`config.mk`:
```
export PLATFORM = sky130hd
export DESIGN_NAME = sedd_quant
export DESIGN_NICKNAME = d
export VERILOG_FILES = /design/src/rtl/sedd_pkg.sv /design/src/rtl/sedd_quant.sv
export SDC_FILE = /design/constraint.sdc
export NUM_CORES = 1
export LEC_CHECK = 0
export BUFFER_PORTS_ARGS = -buffer_cell sky130_fd_sc_hd__buf_4
export CAP_MARGIN = 20
export CORE_ASPECT_RATIO = 0.8
export CORE_MARGIN = 5
export CORE_UTILIZATION = 30
export DETAILED_ROUTE_END_ITERATION = 7
export PLACE_DENSITY_LB_ADDON = 0.08
export SLEW_MARGIN = 40
export SYNTH_ARGS = -nofsm -noshare
export SYNTH_HDL_FRONTEND = slang
export SYNTH_SLANG_ARGS = --single-unit
```
`constraint.sdc`:
```
create_clock -name vclk -period 36.1
set_clock_uncertainty 0.05 [all_clocks]
set_input_delay 10.83 -clock vclk [all_inputs]
set_output_delay 10.83 -clock vclk [all_outputs]
set_load 0.02 [all_outputs]
```
`src/rtl/sedd_pkg.sv`:
```
`timescale 1ns / 1ps
`default_nettype none

package sedd_pkg;

  // Frame size limits and the storage widths that follow from them.
  localparam int MAX_WIDTH  = 2048;
  localparam int MAX_HEIGHT = 2048;
  localparam int COL_W      = $clog2(MAX_WIDTH);
  localparam int EW         = $clog2(MAX_WIDTH + 1);
  localparam int LINE_W     = $clog2(MAX_HEIGHT + 1);

  // Fixed widths of the configuration registers and of the result fields.
  localparam int DIM_W     = 12;
  localparam int CFG_IDX_W = 2;
  localparam int POS_OUT_W = 11;
  localparam int LEVEL_W   = 3;

  // Arithmetic widths: stored error, gray sum before clamping, weighted products.
  localparam int ERR_W  = 10;
  localparam int GSUM_W = 11;
  localparam int PROD_W = 12;

  // Register indexes of the configuration port.
  typedef enum logic [CFG_IDX_W-1:0] {
    REG_WIDTH  = 2'd0,
    REG_HEIGHT = 2'd1,
    REG_MODE   = 2'd2
  } cfg_reg_t;

  localparam logic [DIM_W-1:0] WIDTH_RESET  = DIM_W'(1200);
  localparam logic [DIM_W-1:0] HEIGHT_RESET = DIM_W'(825);

  // Quantizer modes.
  localparam logic MODE_MONO = 1'b0;

  // Smallest gray value that reaches each of the levels 1..7 under
  // level = (7 * g + 127) / 255.
  localparam logic [7:0] LEVEL_THRESH [0:6] = '{
    8'd19, 8'd55, 8'd92, 8'd128, 8'd164, 8'd201, 8'd237
  };

  // Reconstructed gray of each level: (level * 255 + 3) / 7.
  localparam logic [7:0] LEVEL_GRAY [0:7] = '{
    8'd0, 8'd36, 8'd73, 8'd109, 8'd146, 8'd182, 8'd219, 8'd255
  };

  // Scan position of one pixel, as handed from the scan counters to the datapath.
  typedef struct packed {
    logic [COL_W-1:0]  x;
    logic [LINE_W-1:0] y;
    logic              odd_line;
    logic              first_line;
    logic              first_col;
    logic              frame_end;
  } pos_t;

  // Eight-level quantizer: count the thresholds that the gray value reaches.
  function automatic logic [LEVEL_W-1:0] gray_level(input logic [7:0] g);
    logic [LEVEL_W-1:0] cnt;
    cnt = '0;
    for (int k = 0; k < 7; k++) begin
      if (g >= LEVEL_THRESH[k]) begin
        cnt = cnt + LEVEL_W'(1);
      end
    end
    return cnt;
  endfunction

  // Signed divide by 16 with truncation toward zero.
  function automatic logic signed [ERR_W-1:0] div16_trunc(input logic signed [PROD_W-1:0] p);
    logic signed [PROD_W-1:0] adj;
    adj = p + (p[PROD_W-1] ? PROD_W'(15) : PROD_W'(0));
    return ERR_W'(adj >>> 4);
  endfunction

endpackage

`default_nettype wire

```
`src/rtl/sedd_quant.sv`:
```
`timescale 1ns / 1ps
`default_nettype none

module sedd_quant
  import sedd_pkg::*;
(
  input  wire logic                    mode,
  input  wire logic [7:0]              pixel,
  input  wire logic signed [ERR_W-1:0] base_err,
  input  wire logic signed [ERR_W-1:0] fwd_err,
  output logic [LEVEL_W-1:0]           level,
  output logic signed [ERR_W-1:0]      e7,
  output logic signed [ERR_W-1:0]      e5,
  output logic signed [ERR_W-1:0]      e3,
  output logic signed [ERR_W-1:0]      e1
);

  logic signed [GSUM_W-1:0] gsum;
  logic [7:0]               gray;
  logic [LEVEL_W-1:0]       glevel;
  logic [7:0]               qgray;
  logic signed [ERR_W-1:0]  err;
  logic signed [PROD_W-1:0] err_x;

  // Add the accumulated error and clamp to the pixel range.
  always_comb begin
    gsum = $signed({3'b000, pixel}) + GSUM_W'(base_err) + GSUM_W'(fwd_err);
    if (gsum[GSUM_W-1]) begin
      gray = 8'd0;
    end else if (gsum > GSUM_W'(255)) begin
      gray = 8'd255;
    end else begin
      gray = gsum[7:0];
    end
  end

  // Quantize: one bit with inverted sense (1 is ink), or eight gray levels.
  always_comb begin
    glevel = gray_level(gray);
    if (mode == MODE_MONO) begin
      level = {2'b00, ~gray[7]};
      qgray = gray[7] ? 8'd255 : 8'd0;
    end else begin
      level = glevel;
      qgray = LEVEL_GRAY[glevel];
    end
  end

  // Quantization error split into the four Floyd-Steinberg shares.
  always_comb begin
    err   = $signed({2'b00, gray}) - $signed({2'b00, qgray});
    err_x = PROD_W'(err);
    e7    = div16_trunc(err_x * PROD_W'(7));
    e5    = div16_trunc(err_x * PROD_W'(5));
    e3    = div16_trunc(err_x * PROD_W'(3));
    e1    = div16_trunc(err_x);
  end

endmodule

`default_nettype wire

```
==> results of run 1 <==
## metrics by stage
stage	cells	util [%]	hold slack [ns]
2_1_floorplan	537	-	22.06
3_3_place_gp	771	35.2	22.02
3_5_place_dp	771	35.2	22.02
4_1_cts	771	35.2	22.03
5_1_grt	771	35.3	22.06
6_report	771	35.3	22.02
## Yosys cell counts, types with 3 or more instances
cell type	count	share of area, %
ha_1	70	21
inv_1	54	5.0
nor2_1	53	4.9
xnor2_1	40	8.6
a21oi_1	39	4.8
nand2_1	26	2.4
xor2_1	23	4.9
fa_1	19	9.3
nand3_1	19	2.3
buf_4	14	2.6
a21o_1	13	2.4
nor2b_1	12	1.8
nor3_1	12	1.5
o21ai_0	12	1.5
o21bai_1	12	2.2
nand4_1	7	1.1
and2_1	6	0.92
nand2b_1	6	0.92
o21a_1	5	0.92
a211oi_1	4	0.73
a21oi_2	4	0.86
a31oi_1	4	0.61
and3_1	4	0.61
mux2i_1	4	0.98
o21ai_1	4	0.49
or3_1	4	0.61
clkbuf_1	3	0.28
mux2_2	3	0.83
o211ai_1	3	0.55
## layout by cell type, fill, tap and decap left out, types with 6 or more instances in the layout
cell	instances
buf_4	74
ha_1	70
inv_1	54
nor2_1	53
a21oi_1	39
xnor2_1	39
nand2_1	26
xor2_1	23
nand3_1	19
fa_1	19
a21o_1	13
nor2b_1	12
o21ai_0	12
nor3_1	12
o21bai_1	12
nand4_1	7
and2_1	6
nand2b_1	6
## critical path: cells and delay by family
| family | cells | cell delay, ns |
|---|---|---|
| adder cells (fa/ha/maj) | 12 | 4.02 |
| AO/OA/AOI/OAI | 16 | 4.02 |
| AND/OR/NAND/NOR | 11 | 2.58 |
| multiplexers | 4 | 0.99 |
| XOR/XNOR | 3 | 0.79 |
| buffers and inverters | 8 | 0.75 |
## routing by layer
metal,GRT usage [%],vias to the layer above,part of all wire (%)
met5,0,-,0
met4,0.323,0,0.13
met3,0.251,2,3.3
met2,21.0,51,40
met1,22.6,1780,56
li1,-,2013,-
## cell type report
cell class                 instances  area (µm²)
fill                            1475        8700
inverter                          55         206
multi-input combinational        462        3770
tap                              180         225
timing repair buffer              74         556
## worst paths after layout
path	cells after the start	end	slack, ns
max	54	e3[8]	1.21
min	3	level[0]	22.02
## cell families (layout without fill, tap and decap cells)
family          Yosys count  count (layout)  synth area share [%]
simple gates            167             167                  20.9
compound gates          135             135                  24.4
fa+ha+maj                89              89                  30.7
buf+inv                  75             129                  8.40
xor+xnor                 64              64                  13.9
mux                       7               7                  1.80
==> run metrics, run 1 <==
final setup TNS=0 ns; Crit path required time=25.22 ns; GRT Util Overall=13.8%; CP most frequent cell=ha_1; Hold WC Path Type=input port to output port; sequential area share after synthesis=0%; Seq. cell area=0 µm²; post-layout min period=34.89 ns; HPWL Detailed=9680 µm; vias in the first global route=3,787; Slew Limit Fails=0; Hold Startpoint=mode; fin area=4760 µm²; Layout area overhead=16.2%; via/cell ratio=4.99; CP max stage delay=0.61 ns; startpoint types=input port; RSZ-0062 raised after global routing=false; Synthesized Nets=655; Antenna diodes=0; Final Wtd Congestion=0.809; seq_cells=0; CP arrival=24.01 ns; max cap viols=0; relative slew slack=44.4%; CP endpoint kind=output port; Fmax=28.7 MHz; post-cts hold buffer count=0; Die Area=16,100 µm²; worst-path maximum fanout=15; cell count after synthesis=537; period utilization=96.6%; first-pass GRT wire length=18,900 µm; maximum number of pins on one net before global-route repair=20; core footprint=13,500 µm²; kind of critical path=input port to output port; Die Width=141 µm; pre-CTS WS=1.10 ns; Yosys warnings=0; grt ovf=0; CTS resizes=0; row cnt=38; via count=3,846; final WL=11,100 µm; starting density of the core=30.4%; Die H=114 µm; Avg WL per Cell=14.4 µm; PnR worst setup slack=1.21 ns; Post-Syn Area per Cell=7.62 µm²; worst-margin pin slew=0.831 ns; antenna violations before repair=0; Post-CTS Setup Repair Bufs=0; DP Area=4740 µm²; Routed Antenna Nets=0; # clk buffers=0; crit path launch=pixel[1]; slowest CP cell=or4_1; IO buf count=72; endpoints failing hold=0; post-synth cell types=76; drt drc=0; layout cell share with drive strength beyond 1=16.1%; synthesized area=4090 µm²; outcome=complete, no violations; Final setup viols=0; I/O pin cnt=72; Iter 0 DRT Violations=180; Final nets=711; 1st-pass router iterations=4
Power of run 1 is not shown: default switching activity piles up to over one toggle a cycle in this logic, so the estimate is an artifact.
==> inputs of run 2 (changes only) <==
--- a/config.mk
+++ b/config.mk
@@ -5,14 +5,13 @@
 export SDC_FILE = /design/constraint.sdc
 export NUM_CORES = 1
 export LEC_CHECK = 0
-export BUFFER_PORTS_ARGS = -buffer_cell sky130_fd_sc_hd__buf_4
+export BUFFER_PORTS_ARGS = -buffer_cell sky130_fd_sc_hd__buf_2
 export CAP_MARGIN = 20
 export CORE_ASPECT_RATIO = 0.8
 export CORE_MARGIN = 5
 export CORE_UTILIZATION = 30
 export DETAILED_ROUTE_END_ITERATION = 7
 export PLACE_DENSITY_LB_ADDON = 0.08
-export SLEW_MARGIN = 40
 export SYNTH_ARGS = -nofsm -noshare
 export SYNTH_HDL_FRONTEND = slang
 export SYNTH_SLANG_ARGS = --single-unit
==> constraint.sdc (replaced) <==
create_clock -name vclk -period 35
set_clock_uncertainty 0.05 [all_clocks]
set_input_delay 10.5 -clock vclk [all_inputs]
set_output_delay 10.5 -clock vclk [all_outputs]
set_load 0.02 [all_outputs]
==> run metrics, run 2 (synthesis results as in run 1) <==
antenna violations before repair=0; Final setup viols=0; CP arrival=23.31 ns; grt ovf=0; RSZ-0062 raised after global routing=false; startpoint types=input port; via count=3,860; highest-count cells in the layout ignoring fill and taps=72 x buf_2, 70 x ha_1, 54 x inv_1; via/cell ratio=4.97; vias in the first global route=3,632; Slew Limit Fails=0; CP max stage delay=0.58 ns; Routed Antenna Nets=0; Final Wtd Congestion=0.801; maximum number of pins on one net before global-route repair=20; Seq. cell area=0 µm²; worst-margin pin slew=0.653 ns; Die Area=16,100 µm²; max cap viols=0; I/O pin cnt=72; drt drc=0; relative slew slack=55.9%; Avg WL per Cell=14.2 µm; # clk buffers=0; final setup TNS=0 ns; Iter 0 DRT Violations=189; final WL=11,000 µm; Die H=114 µm; core footprint=13,500 µm²; CP most frequent cell=ha_1; starting density of the core=30.4%; period utilization=96.8%; HPWL Detailed=9690 µm; first-pass GRT wire length=18,200 µm; Layout area overhead=12.8%; kind of critical path=input port to output port; seq_cells=0; Hold Path Cell Cnt=3; commonest non-fill, non-tap cell in the layout=buf_2; 1st-pass router iterations=4; Fmax=29.5 MHz; CP endpoint kind=output port; row cnt=38; Final nets=716; Crit path required time=24.45 ns; GRT Util Overall=13.4%; IO buf count=72; worst-path maximum fanout=15; Die Width=141 µm; post-cts hold buffer count=0; endpoints failing hold=0; outcome=complete, no violations; Hold WC Path Type=input port to output port; slowest CP cell=or4_1; layout cell share with drive strength beyond 1=17.1%; post-layout min period=33.86 ns; Antenna diodes=0
## run 2: area by class of cell
| type | instances | area (µm²) |
|---|---|---|
| fill | 1412 | 8840 |
| multi-input combinational | 462 | 3770 |
| timing repair buffer | 79 | 413 |
| tap | 180 | 225 |
| inverter | 55 | 206 |
## run 2: path summary, 6_finish.rpt
check	startpoint	endpoint	slack, ns
min	mode	level[0]	21.40
max	pixel[1]	e3[8]	1.14
## run 2: metal layers
metal / routed length [µm] / part of all wire [%] / up-vias / track usage (%)
met5: 0 / 0 / - / 0
met4: 0 / 0 / 0 / 0
met3: 270 / 2.5 / 0 / 0.334
met2: 4500 / 41 / 48 / 19.8
met1: 6250 / 57 / 1792 / 22.4
li1: - / - / 2020 / -
## run 2: timing repair
item	CTS	global route
setup endpoints to repair	0	4
resized for setup	0	4
buffers inserted	0	1
## run 2: per-stage QoR
stage / cells / hold slack (ns) / instance area, µm² / utilization (%) / setup slack (ns)
3_3_place_gp: 775 / 21.42 / 4590 / 34.1 / 1.12
5_1_grt: 776 / 21.47 / 4620 / 34.3 / 0.0722
3_5_place_dp: 775 / 21.42 / 4590 / 34.1 / 0.848
4_1_cts: 775 / 21.43 / 4590 / 34.1 / 0.799
6_report: 776 / 21.40 / 4620 / 34.3 / 1.14
2_1_floorplan: 537 / 21.40 / 4090 / - / 1.84
## run 2: critical path, delay by kind of cell
family	cells	cell delay (ns)
AOI/OAI and AO/OA	16	3.91
xor gates and xnor gates	3	0.68
adders and majority gates	12	4.01
buffers and inverters	8	0.74
muxes	4	0.98
and+or+nand+nor	11	2.47
Power of run 2 is left out for the same reason.
==> inputs of run 3 (changes only) <==
--- a/config.mk
+++ b/config.mk
@@ -12,6 +12,7 @@
 export CORE_UTILIZATION = 30
 export DETAILED_ROUTE_END_ITERATION = 7
 export PLACE_DENSITY_LB_ADDON = 0.08
+export RECOVER_POWER = 100
 export SYNTH_ARGS = -nofsm -noshare
 export SYNTH_HDL_FRONTEND = slang
 export SYNTH_SLANG_ARGS = --single-unit
==> run metrics, run 3 (synthesis results as in run 1) <==
highest-count cells in the layout ignoring fill and taps=70 x ha_1, 54 x inv_1, 53 x nor2_1; Final Wtd Congestion=0.801; commonest non-fill, non-tap cell in the layout=ha_1; grt ovf=0; Layout area overhead=11.4%; endpoints failing hold=0; CP arrival=23.34 ns; worst-path maximum fanout=15; Final setup viols=0; row cnt=38; Final nets=716; period utilization=96.8%; vias in the first global route=3,632; Slew Limit Fails=0; worst-margin pin slew=0.904 ns; Die Area=16,100 µm²; Top delay family on crit path=compound AO/OA/AOI/OAI gates; CP most frequent cell=ha_1; drt drc=0; Die H=114 µm; maximum number of pins on one net before global-route repair=20; starting density of the core=30.4%; Iter 0 DRT Violations=177; DP Area=4590 µm²; first-pass GRT wire length=18,200 µm; Worst setup endpoint=e5[9]; max cap viols=0; IO buf count=72; final setup TNS=0 ns; Seq. cell area=0 µm²; Antenna diodes=0; Fmax=29.5 MHz; layout cell share with drive strength beyond 1=12.6%; GRT Util Overall=13.4%; Die Width=141 µm; post-layout min period=33.89 ns; outcome=complete, no violations; relative slew slack=39.3%; Hold WC Path Type=input port to output port; fin area=4560 µm²; antenna violations before repair=0; Util after Layout=33.9%; I/O pin cnt=72; CP endpoint kind=output port; via/cell ratio=4.98; Avg WL per Cell=14.3 µm; via count=3,867; # clk buffers=0; seq_cells=0; PnR worst setup slack=1.11 ns; kind of critical path=input port to output port; crit path buf inv count=8; WP depth=50; startpoint types=input port; Crit path required time=24.45 ns; CP max stage delay=0.69 ns; 1st-pass router iterations=4; Routed Antenna Nets=0; RSZ-0062 raised after global routing=false; post-cts hold buffer count=0; HPWL Detailed=9690 µm; crit path launch=pixel[1]; core footprint=13,500 µm²; slowest CP cell=clkbuf_1; final WL=11,100 µm; pre-CTS WS=0.848 ns
==> run 3: changes by cell type in the layout (fill, tap and decap cells not counted) <==
| cell | delta |
|---|---|
| xnor2_1 | +1 |
| clkbuf_2 | +5 |
| xnor2_2 | -1 |
| buf_2 | -29 |
| buf_4 | -1 |
| clkbuf_1 | +25 |
| a221oi_2 | +1 |
| a221oi_4 | -1 |
| nor3_2 | -1 |
| nor3_1 | +1 |
==> run 3: worst min-delay path: stages <==
cell	delay, ns
buf_2	0.18
o21ai_0	0.11
buf_2	0.16
==> run 3: final cells by class <==
cell class | instances | area (µm²)
Multi-Input combinational cell | 462 | 3750
Timing Repair Buffer | 79 | 379
Fill cell | 1433 | 8890
Inverter | 55 | 206
Tap cell | 180 | 225
==> run 3: worst min path at each step <==
stage | startpoint | end | slack, ns | cells after the start
finish | mode | level[0] | 21.41 | 3
global route | mode | level[0] | 21.47 | 3
CTS | mode | level[0] | 21.43 | 3
detailed placement | mode | level[0] | 21.42 | 3
global placement | mode | level[0] | 21.42 | 3
floorplan | mode | level[2] | 21.40 | 3
==> run 3: per-layer routing <==
metal,vias up,GRT usage (%),part of all wire [%]
li1,2022,-,-
met4,0,0,0
met2,49,19.8,40
met3,0,0.334,2.5
met1,1796,22.4,57
met5,-,0,0
==> run 3: repair_timing <==
item	4_1_cts	5_1_grt
setup buffers	0	1
resized for setup	0	4
setup endpoints to repair	0	4
==> run 3: metrics by stage <==
stage	instances	hold WS, ns
final	776	21.41
after CTS	775	21.43
after detailed placement	775	21.42
after global placement	775	21.42
after global routing	776	21.47
after floorplan	537	21.40
Power of run 3 is left out for the same reason.
