`config.mk`:
```
export PLATFORM = sky130hd
export DESIGN_NAME = sedd_scan
export DESIGN_NICKNAME = d
export VERILOG_FILES = /design/src/rtl/sedd_pkg.sv /design/src/rtl/sedd_scan.sv
export SDC_FILE = /design/constraint.sdc
export NUM_CORES = 1
export LEC_CHECK = 0
export ABC_AREA = 1
export BUFFER_PORTS_ARGS = -buffer_cell sky130_fd_sc_hd__buf_2
export CAP_MARGIN = 15
export CORE_MARGIN = 2
export CORE_UTILIZATION = 61
export DETAILED_ROUTE_END_ITERATION = 16
export GPL_TIMING_DRIVEN = 0
export PLACE_DENSITY = 0.95
export SLEW_MARGIN = 25
export SYNTH_ARGS = -nofsm -noshare
export SYNTH_HDL_FRONTEND = slang
export SYNTH_SLANG_ARGS = --single-unit
```
`constraint.sdc`:
```
create_clock -name clk -period 5 [get_ports clk]
set_clock_uncertainty 0.2 [all_clocks]
set_input_delay 0.5 -clock clk [delete_from_list [all_inputs] [get_ports clk]]
set_output_delay 0.5 -clock clk [all_outputs]
set_load 0.05 [all_outputs]
```
`src/rtl/sedd_pkg.sv`:
```
`timescale 1ns / 1ps
`default_nettype none

package sedd_pkg;

  // Frame size limits and the storage widths that follow from them.
  localparam int MAX_WIDTH  = 2048;
  localparam int MAX_HEIGHT = 2048;
  localparam int COL_W      = $clog2(MAX_WIDTH);
  localparam int EW         = $clog2(MAX_WIDTH + 1);
  localparam int LINE_W     = $clog2(MAX_HEIGHT + 1);

  // Fixed widths of the configuration registers and of the result fields.
  localparam int DIM_W     = 12;
  localparam int CFG_IDX_W = 2;
  localparam int POS_OUT_W = 11;
  localparam int LEVEL_W   = 3;

  // Arithmetic widths: stored error, gray sum before clamping, weighted products.
  localparam int ERR_W  = 10;
  localparam int GSUM_W = 11;
  localparam int PROD_W = 12;

  // Register indexes of the configuration port.
  typedef enum logic [CFG_IDX_W-1:0] {
    REG_WIDTH  = 2'd0,
    REG_HEIGHT = 2'd1,
    REG_MODE   = 2'd2
  } cfg_reg_t;

  localparam logic [DIM_W-1:0] WIDTH_RESET  = DIM_W'(1200);
  localparam logic [DIM_W-1:0] HEIGHT_RESET = DIM_W'(825);

  // Quantizer modes.
  localparam logic MODE_MONO = 1'b0;

  // Smallest gray value that reaches each of the levels 1..7 under
  // level = (7 * g + 127) / 255.
  localparam logic [7:0] LEVEL_THRESH [0:6] = '{
    8'd19, 8'd55, 8'd92, 8'd128, 8'd164, 8'd201, 8'd237
  };

  // Reconstructed gray of each level: (level * 255 + 3) / 7.
  localparam logic [7:0] LEVEL_GRAY [0:7] = '{
    8'd0, 8'd36, 8'd73, 8'd109, 8'd146, 8'd182, 8'd219, 8'd255
  };

  // Scan position of one pixel, as handed from the scan counters to the datapath.
  typedef struct packed {
    logic [COL_W-1:0]  x;
    logic [LINE_W-1:0] y;
    logic              odd_line;
    logic              first_line;
    logic              first_col;
    logic              frame_end;
  } pos_t;

  // Eight-level quantizer: count the thresholds that the gray value reaches.
  function automatic logic [LEVEL_W-1:0] gray_level(input logic [7:0] g);
    logic [LEVEL_W-1:0] cnt;
    cnt = '0;
    for (int k = 0; k < 7; k++) begin
      if (g >= LEVEL_THRESH[k]) begin
        cnt = cnt + LEVEL_W'(1);
      end
    end
    return cnt;
  endfunction

  // Signed divide by 16 with truncation toward zero.
  function automatic logic signed [ERR_W-1:0] div16_trunc(input logic signed [PROD_W-1:0] p);
    logic signed [PROD_W-1:0] adj;
    adj = p + (p[PROD_W-1] ? PROD_W'(15) : PROD_W'(0));
    return ERR_W'(adj >>> 4);
  endfunction

endpackage

`default_nettype wire

```
`src/rtl/sedd_scan.sv`:
```
`timescale 1ns / 1ps
`default_nettype none

module sedd_scan
  import sedd_pkg::*;
(
  input  wire logic              clk,
  input  wire logic              rst_n,
  input  wire logic              advance,
  input  wire logic              restart,
  input  wire logic [EW-1:0]     w_eff,
  input  wire logic [LINE_W-1:0] h_eff,
  output pos_t                   pos
);

  logic [COL_W-1:0]  col_r;
  logic [COL_W-1:0]  col_nxt;
  logic [LINE_W-1:0] line_r;
  logic [LINE_W-1:0] line_nxt;
  logic              last_col;
  logic              last_line;

  // Position of the pixel that the next request carries.
  always_comb begin
    last_col  = (EW'(col_r) + EW'(1)) >= w_eff;
    last_line = (line_r + LINE_W'(1)) >= h_eff;

    pos.y          = line_r;
    pos.odd_line   = line_r[0];
    pos.first_line = (line_r == '0);
    pos.first_col  = (col_r == '0);
    pos.frame_end  = last_col && last_line;
    if (line_r[0]) begin
      pos.x = COL_W'(w_eff - EW'(1) - EW'(col_r));
    end else begin
      pos.x = col_r;
    end
  end

  // Column and line counters; a register write starts a new frame.
  always_comb begin
    col_nxt  = col_r;
    line_nxt = line_r;
    if (restart) begin
      col_nxt  = '0;
      line_nxt = '0;
    end else if (advance) begin
      if (last_col) begin
        col_nxt  = '0;
        line_nxt = last_line ? '0 : line_r + LINE_W'(1);
      end else begin
        col_nxt = col_r + COL_W'(1);
      end
    end
  end

  always_ff @(posedge clk) begin
    if (!rst_n) begin
      col_r  <= '0;
      line_r <= '0;
    end else begin
      col_r  <= col_nxt;
      line_r <= line_nxt;
    end
  end

endmodule

`default_nettype wire

```
==> results of run 1 <==
-- critical path, cell delays in order, from the launching register on --
cell                      delay, ns
sky130_fd_sc_hd__dfxtp_1       0.47
sky130_fd_sc_hd__ha_1          0.31
sky130_fd_sc_hd__nand2_1       0.10
sky130_fd_sc_hd__nor3_1        0.31
sky130_fd_sc_hd__nand3_1       0.13
sky130_fd_sc_hd__nand2_1       0.11
sky130_fd_sc_hd__inv_1         0.05
sky130_fd_sc_hd__ha_1          0.27
sky130_fd_sc_hd__nand2_1       0.05
sky130_fd_sc_hd__nor2_1        0.14
sky130_fd_sc_hd__nand2_1       0.07
sky130_fd_sc_hd__nor2_1        0.08
sky130_fd_sc_hd__nand2_1       0.05
sky130_fd_sc_hd__nand2_1       0.14
sky130_fd_sc_hd__buf_2         0.26
sky130_fd_sc_hd__nand2_1       0.07
sky130_fd_sc_hd__inv_1         0.05
sky130_fd_sc_hd__buf_2         0.25
-- where the power goes --
| group | internal, µW | switching [µW] | total (µW) |
|---|---|---|---|
| registers | 184 | 1.90 | 186 |
| logic | 35.4 | 62.3 | 97.7 |
| clock network | 56.6 | 67.3 | 124 |
-- cells by family after synthesis --
| logic type | after synthesis | synth area share |
|---|---|---|
| buffers and inverters | 109 | 0.149 |
| AOI/OAI and AO/OA | 47 | 0.0914 |
| and+or+nand+nor | 272 | 0.397 |
| xor gates and xnor gates | 11 | 0.0332 |
| adders and majority gates | 39 | 0.171 |
| DFF | 23 | 0.159 |
-- layout make-up --
type,instances,area [µm²]
multi-input combinational,369,2010
fill,402,1380
sequential,23,460
inverter,100,375
timing repair buffer,53,265
tap,54,67.6
buffer,9,56.3
clock buffer,3,41.3
clock inverter,1,7.51
-- Yosys cell counts (2+ instances only) --
cell type,instances
sky130_fd_sc_hd__nand4_1,14
sky130_fd_sc_hd__xnor2_1,2
sky130_fd_sc_hd__a21oi_1,23
sky130_fd_sc_hd__ha_1,38
sky130_fd_sc_hd__nor4_1,2
sky130_fd_sc_hd__buf_6,2
sky130_fd_sc_hd__nand2_1,154
sky130_fd_sc_hd__o21ai_0,15
sky130_fd_sc_hd__inv_1,96
sky130_fd_sc_hd__xor2_1,9
sky130_fd_sc_hd__clkbuf_1,2
sky130_fd_sc_hd__inv_2,4
sky130_fd_sc_hd__nor3_1,4
sky130_fd_sc_hd__nand2_4,4
sky130_fd_sc_hd__buf_2,3
sky130_fd_sc_hd__o21bai_1,3
sky130_fd_sc_hd__nor2_1,61
sky130_fd_sc_hd__o22ai_1,3
sky130_fd_sc_hd__nor2_2,2
sky130_fd_sc_hd__nand3_1,28
sky130_fd_sc_hd__dfxtp_1,23
-- metal layers --
| layer | vias to the layer above | wire length [µm] | global-route usage |
|---|---|---|---|
| met3 | 23 | 580 | 0.0442 |
| met2 | 157 | 3650 | 0.494 |
| li1 | 1675 | - | - |
| met1 | 1475 | 3310 | 0.390 |
| met5 | - | 0 | 0 |
| met4 | 0 | 134 | 0.0947 |
-- flip-flops by register name (all words and copies together), names as in the netlist --
name / flops
col_r: 11
line_r: 12
-- how the worst max path moves through the flow --
stage                                 from      to  slack (ns)
CTS                 line_r[0]$_SDFFE_PP0P_  pos[0]        1.11
global placement    line_r[0]$_SDFFE_PP0P_  pos[0]        1.52
global route        line_r[0]$_SDFFE_PP0P_  pos[0]        0.81
floorplan           line_r[0]$_SDFFE_PP0P_  pos[0]        1.47
detailed placement  line_r[0]$_SDFFE_PP0P_  pos[0]        1.42
finish              line_r[0]$_SDFFE_PP0P_  pos[0]        1.11
-- metrics by stage --
step           setup WS [ns]  hold WS, ns  power [µW]
2_1_floorplan           1.47        0.272         257
6_report                1.11        0.331         407
3_5_place_dp            1.42        0.319         286
3_3_place_gp            1.52        0.297         283
4_1_cts                 1.11        0.332         406
5_1_grt                0.811        0.358         427
==> run metrics, run 1 <==
Max Clk Rate 257 MHz; number of antenna violations at the first check in global routing 0; Hold Crit Class register to register; clk_lat worst skew 0.27 ns; antenna cells 0; Routed WL 7.68 mm; Seq cells post-synth 23; Final Max Slew Viols 0; slew at the pin closest to its max-slew limit 0.521 ns; clock tree from TritonCTS yes; number of instances in the synthesized netlist 501; final core occ 0.705; total standard cell area after synthesis 2900 µm²; share of flip-flops with an asynchronous set or reset 0; placed cell count 608; startpoint class of the critical path register; Inserted Clock Buffers 3; level count of the clock H-tree 1; global-route total usage across every layer 0.296; Primary FF master, synth sky130_fd_sc_hd__dfxtp_1; buffer levels on the longest clock path 2; fraction of final layout cells sized beyond drive strength 1 0.140; commonest non-fill, non-tap cell in the layout sky130_fd_sc_hd__nand2_1; routability cong. 1.01; register area share after synthesis 0.159; top-level port count 55; Vias per Instance 5.44; commonest cells after routing, fill and taps aside sky130_fd_sc_hd__nand2_1 (154), sky130_fd_sc_hd__inv_1 (96), sky130_fd_sc_hd__nor2_1 (61), sky130_fd_sc_hd__buf_2 (56), sky130_fd_sc_hd__ha_1 (38); post-cts gate resize count 0; number of unique standard cell types used by synthesis 30; buffers inserted by post-CTS timing repair 0; cell depth of the worst hold path 2; number of nets with antenna violations after routing 0; final critical-path share of the clock period 0.778; class of the most critical setup path register to output pin; origin of the critical flop-to-flop path col_r[0]$_SDFFE_PP0P_; endpoint of the worst hold path col_r[4]$_SDFFE_PP0P_; Die H 73.0 µm; share of the synthesized area in the top cell type 0.199; number of warning messages in the yosys log 0; worst relative slew slack 0.651; DPL Wire Length 6.20 mm; DR iter-0 viols 289; hold path startpoint col_r[4]$_SDFFE_PP0P_; static leakage power 0.00201 µW; hold-fix buffer count after cts 0; setup repair after global routing missed its margin false; number of cells on the worst reg-to-reg path 18; 1st-pass router iterations 5; core area 4660 µm²; power density over the cells 124 nW/µm²; Post-Syn Nets 568; count of input and output buffers 53; max-cap viol count 0; worst path arrival time 3.19 ns; final setup vio count 0; Worst EP required 4.30 ns; wire length per cell after detailed routing 12.5 µm; Final Instance Count excl. Fillers 612; net total in the final layout 626; maximum fanout along the worst path 10; flop2flop setup slack 1.82 ns; Syn Area/Cell 5.79 µm²; horizontal extent of the die 73.0 µm; reg2reg end line_r[7]$_SDFFE_PP0P_; via total after detailed routing 3330; pin count of the biggest net entering global routing 15; vias in the first global route 2970; area of the die 5330 µm²; cell area after placement 3240 µm²; crit end category output pin; Hold Vio Cnt, Final 0; DRC violation count after routing 0; effective utilization at floorplan 0.623; leading post-synthesis cells by cell area sky130_fd_sc_hd__nand2_1 (20%), sky130_fd_sc_hd__ha_1 (16%), sky130_fd_sc_hd__dfxtp_1 (16%), sky130_fd_sc_hd__inv_1 (12%), sky130_fd_sc_hd__nor2_1 (7.9%); root cell of the clock tree sky130_fd_sc_hd__clkbuf_8; final std cell area, no fill 3280 µm²; wire length of the first global-routing pass 12.6 mm; number of flops mapped to enable cells by yosys 0; count of standard-cell rows 25; setup total negative slack 0 ns; post-synthesis cell type with the largest combined area sky130_fd_sc_hd__nand2_1; clock sinks 23; area growth from synthesis to layout 13.1%; clock slew at reported path FFs 0.09 ns; Tmin final 3.89 ns; total overflow reported by the global router 0; Max IR drop VDD 0.157 mV; run status complete, no violations
Note: power is estimated with default switching activity, not from simulation.
==> inputs of run 2 (changes only) <==
--- a/config.mk
+++ b/config.mk
@@ -5,14 +5,14 @@
 export SDC_FILE = /design/constraint.sdc
 export NUM_CORES = 1
 export LEC_CHECK = 0
-export ABC_AREA = 1
+export ABC_AREA = 0
 export BUFFER_PORTS_ARGS = -buffer_cell sky130_fd_sc_hd__buf_2
 export CAP_MARGIN = 15
 export CORE_MARGIN = 2
-export CORE_UTILIZATION = 61
+export CORE_UTILIZATION = 51
 export DETAILED_ROUTE_END_ITERATION = 16
 export GPL_TIMING_DRIVEN = 0
-export PLACE_DENSITY = 0.95
+export PLACE_DENSITY = 0.86
 export SLEW_MARGIN = 25
 export SYNTH_ARGS = -nofsm -noshare
 export SYNTH_HDL_FRONTEND = slang
==> constraint.sdc (replaced) <==
create_clock -name clk -period 3.51 [get_ports clk]
set_clock_uncertainty 0.2 [all_clocks]
set_input_delay 0.351 -clock clk [delete_from_list [all_inputs] [get_ports clk]]
set_output_delay 0.351 -clock clk [all_outputs]
set_load 0.05 [all_outputs]
==> run 2 against run 1 <==
Cell count down 21%. Synthesized cell count down 32%. Power increased by 38%. Critical path depth is 4 lower. Critical endpoint unchanged. Largest cell class unchanged.
==> run metrics, run 2 <==
clock slew at reported path FFs 0.09 ns (about the same); root cell of the clock tree sky130_fd_sc_hd__clkbuf_8; Worst EP required 2.96 ns (-1.34 ns); cell area after placement 3010 µm² (-7.0%); pin count of the biggest net entering global routing 14 (-1); leading post-synthesis cells by cell area sky130_fd_sc_hd__ha_1 (18%), sky130_fd_sc_hd__dfxtp_1 (17%), sky130_fd_sc_hd__xnor2_1 (5.6%), sky130_fd_sc_hd__inv_1 (5.5%), sky130_fd_sc_hd__a21oi_1 (4.9%); routability cong. 0.921 (-8.7%); complex-gate fraction of the synthesized area 0.230 (+0.138); flop2flop setup slack 0.15 ns (-1.67 ns); number of antenna violations at the first check in global routing 0 (unchanged); number of flops mapped to enable cells by yosys 0 (unchanged); Syn Area/Cell 7.74 µm² (+34%); area growth from synthesis to layout 27.1%; number of nets with antenna violations after routing 0 (unchanged); area of the die 5780 µm² (+8.6%); worst relative slew slack 0.575 (-0.0761); Final Max Slew Viols 0 (unchanged); final setup vio count 0 (unchanged); slew at the pin closest to its max-slew limit 0.632 ns (+0.110 ns); Hold Vio Cnt, Final 0 (unchanged); wire length of the first global-routing pass 11.6 mm (-8.4%); largest reg by FF count line_r; max-cap viol count 0 (unchanged); Max Clk Rate 286 MHz; synthesized-area fraction occupied by adder cells 0.187 (+0.0165); antenna cells 0 (unchanged); core area 5040 µm² (+8.2%); count of input and output buffers 54 (+1.9%); power density over the cells 168 nW/µm² (+35%); maximum fanout along the worst path 4 (-6); overall power of the completed layout 564 µW (+38%); fraction of final layout cells sized beyond drive strength 1 0.331 (+0.191); worst path arrival time 2.95 ns (-0.24 ns); static leakage power 0.00162 µW (-19%); global-route total usage across every layer 0.235 (-0.0609); crit end category output pin; 1st-pass router iterations 4 (-1); most frequently used cell type in the post-synthesis netlist sky130_fd_sc_hd__inv_1; buffer levels on the longest clock path 2 (unchanged); detailed-route wire length on metal 1 3.01 mm (-9.2%); DPL Wire Length 5.27 mm (-15%); Tmin final 3.50 ns; Post-Syn Nets 409 (-28%); number of unique standard cell types used by synthesis 52 (+73%); number of instances in the synthesized netlist 342 (-32%); Seq cells post-synth 23 (unchanged); share of the synthesized area in the top cell type 0.180 (-0.0196); run status complete, no violations; Routed met2 length 3.73 mm (+2.1%); vias in the first global route 2695 (-9.3%); final critical-path share of the clock period 0.996; hold-fix buffer count after cts 0 (unchanged); flip-flop count of the largest register, all copies and words added 12 (unchanged); Met3 Routed Length 343 µm (-41%); commonest cells after routing, fill and taps aside sky130_fd_sc_hd__buf_2 (55), sky130_fd_sc_hd__inv_1 (38), sky130_fd_sc_hd__ha_1 (35), sky130_fd_sc_hd__a21oi_1 (24), sky130_fd_sc_hd__nand2_1 (23); net total in the final layout 482 (-23%); Max IR drop VDD 0.152 mV (-3.2%); worst setup margin 0.0134 ns (-1.10 ns); level count of the clock H-tree 1 (unchanged); class of the most critical setup path register to output pin; post-synthesis cell type with the largest combined area sky130_fd_sc_hd__ha_1; most used standard cells in the synthesized netlist sky130_fd_sc_hd__inv_1 (39), sky130_fd_sc_hd__ha_1 (38), sky130_fd_sc_hd__a21oi_1 (26); setup total negative slack 0 ns (unchanged); clock sinks 23 (unchanged); Hold Crit Class input port to register; number of warning messages in the yosys log 0 (unchanged); fraction of synthesized cell area in xor and xnor cells 0.0827 (+0.0495); Routed WL 7.28 mm (-5.1%); DR iter-0 viols 135 (-53%); highest routed layer met4; Die H 76.1 µm (+4.2%); total overflow reported by the global router 0 (unchanged); worst slack, placed -0.262 ns (-1.68 ns); final std cell area, no fill 3360 µm² (+2.4%); clk_lat worst skew 0.27 ns (about the same); effective utilization at floorplan 0.525 (-0.0978); register area share after synthesis 0.174 (+0.0153); commonest non-fill, non-tap cell in the layout sky130_fd_sc_hd__buf_2; number of filler cells placed in the layout 403 (+0.25%); startpoint class of the critical path register; DRC violation count after routing 0 (unchanged); combinational family with the most area after synthesis compound AO/OA/AOI/OAI gates; Inserted Clock Buffers 3 (unchanged); share of flip-flops with an asynchronous set or reset 0 (unchanged); simple-gate portion of the synthesized area 0.229 (-0.168); horizontal extent of the die 76.1 µm (+4.2%); total standard cell area after synthesis 2650 µm² (-8.8%); leading registers by flop count line_r (12), col_r (11); Primary FF master, synth sky130_fd_sc_hd__dfxtp_1; clock tree from TritonCTS yes; portion of netlist area occupied by mux cells 0.0156 (+0.0156); count of standard-cell rows 26 (+4.0%); via total after detailed routing 2791 (-16%); Vias per Instance 5.77 (+6.0%); top-level port count 55 (unchanged); wire length per cell after detailed routing 15.0 µm (+20%)
## run 2: what timing repair did
item	in CTS	in global routing
endpoints found under the setup margin	15	13
gates resized for setup	35	26
pin swaps	7	12
setup buffers	11	5
## run 2: layout make-up
| type | count | area (µm²) | area share |
|---|---|---|---|
| timing repair buffer | 70 | 399 | 0.119 |
| clock inverter | 1 | 5.00 | 0.00149 |
| sequential | 23 | 494 | 0.147 |
| tap | 70 | 87.6 | 0.0260 |
| buffer | 9 | 56.3 | 0.0167 |
| clock buffer | 3 | 41.3 | 0.0123 |
| inverter | 41 | 159 | 0.0472 |
| multi-input combinational | 267 | 2120 | 0.631 |
## run 2: critical path, cell delays in order, from the launching register on
cell	delay, ns
sky130_fd_sc_hd__dfxtp_4	0.39
sky130_fd_sc_hd__ha_4	0.17
sky130_fd_sc_hd__nand3_4	0.10
sky130_fd_sc_hd__nor4_4	0.35
sky130_fd_sc_hd__xnor2_2	0.19
sky130_fd_sc_hd__ha_4	0.25
sky130_fd_sc_hd__buf_4	0.14
sky130_fd_sc_hd__nand4_4	0.10
sky130_fd_sc_hd__nor2_4	0.06
sky130_fd_sc_hd__or4_4	0.51
sky130_fd_sc_hd__nor2_4	0.12
sky130_fd_sc_hd__buf_6	0.10
sky130_fd_sc_hd__nor2_2	0.04
sky130_fd_sc_hd__buf_6	0.15
## run 2: cell families after synthesis
| group | Yosys count |
|---|---|
| AOI/OAI and AO/OA | 91 |
| xor gates and xnor gates | 25 |
| buffers and inverters | 52 |
| adders and majority gates | 39 |
| muxes | 4 |
| DFF | 23 |
| and+or+nand+nor | 108 |
## run 2: path summary, 6_finish.rpt
path / startpoint / cells after the start / to
min: advance / 3 / col_r[5]$_SDFFE_PP0P_
min reg2reg: col_r[9]$_SDFFE_PP0P_ / 2 / col_r[9]$_SDFFE_PP0P_
max: col_r[1]$_SDFFE_PP0P_ / 13 / pos[0]
max reg2reg: col_r[1]$_SDFFE_PP0P_ / 15 / line_r[2]$_SDFFE_PP0P_
## run 2: per-layer routing
layer | vias up | global-route usage
met3 | 21 | 0.0332
met1 | 1314 | 0.267
met4 | 0 | 0.0764
met5 | - | 0
met2 | 92 | 0.449
li1 | 1364 | -
## run 2: stage by stage
stage,cells,util,hold WS [ns]
floorplan,342,-,0.254
global placement,466,0.597,0.266
detailed placement,466,0.597,0.282
CTS,479,0.644,0.221
global route,484,0.667,0.248
finish,484,0.667,0.230
## run 2: power by group
| group | internal (µW) | switching (µW) |
|---|---|---|
| logic | 57.9 | 80.2 |
| clock network | 79.3 | 89.2 |
| registers | 256 | 1.01 |
| total | 394 | 170 |
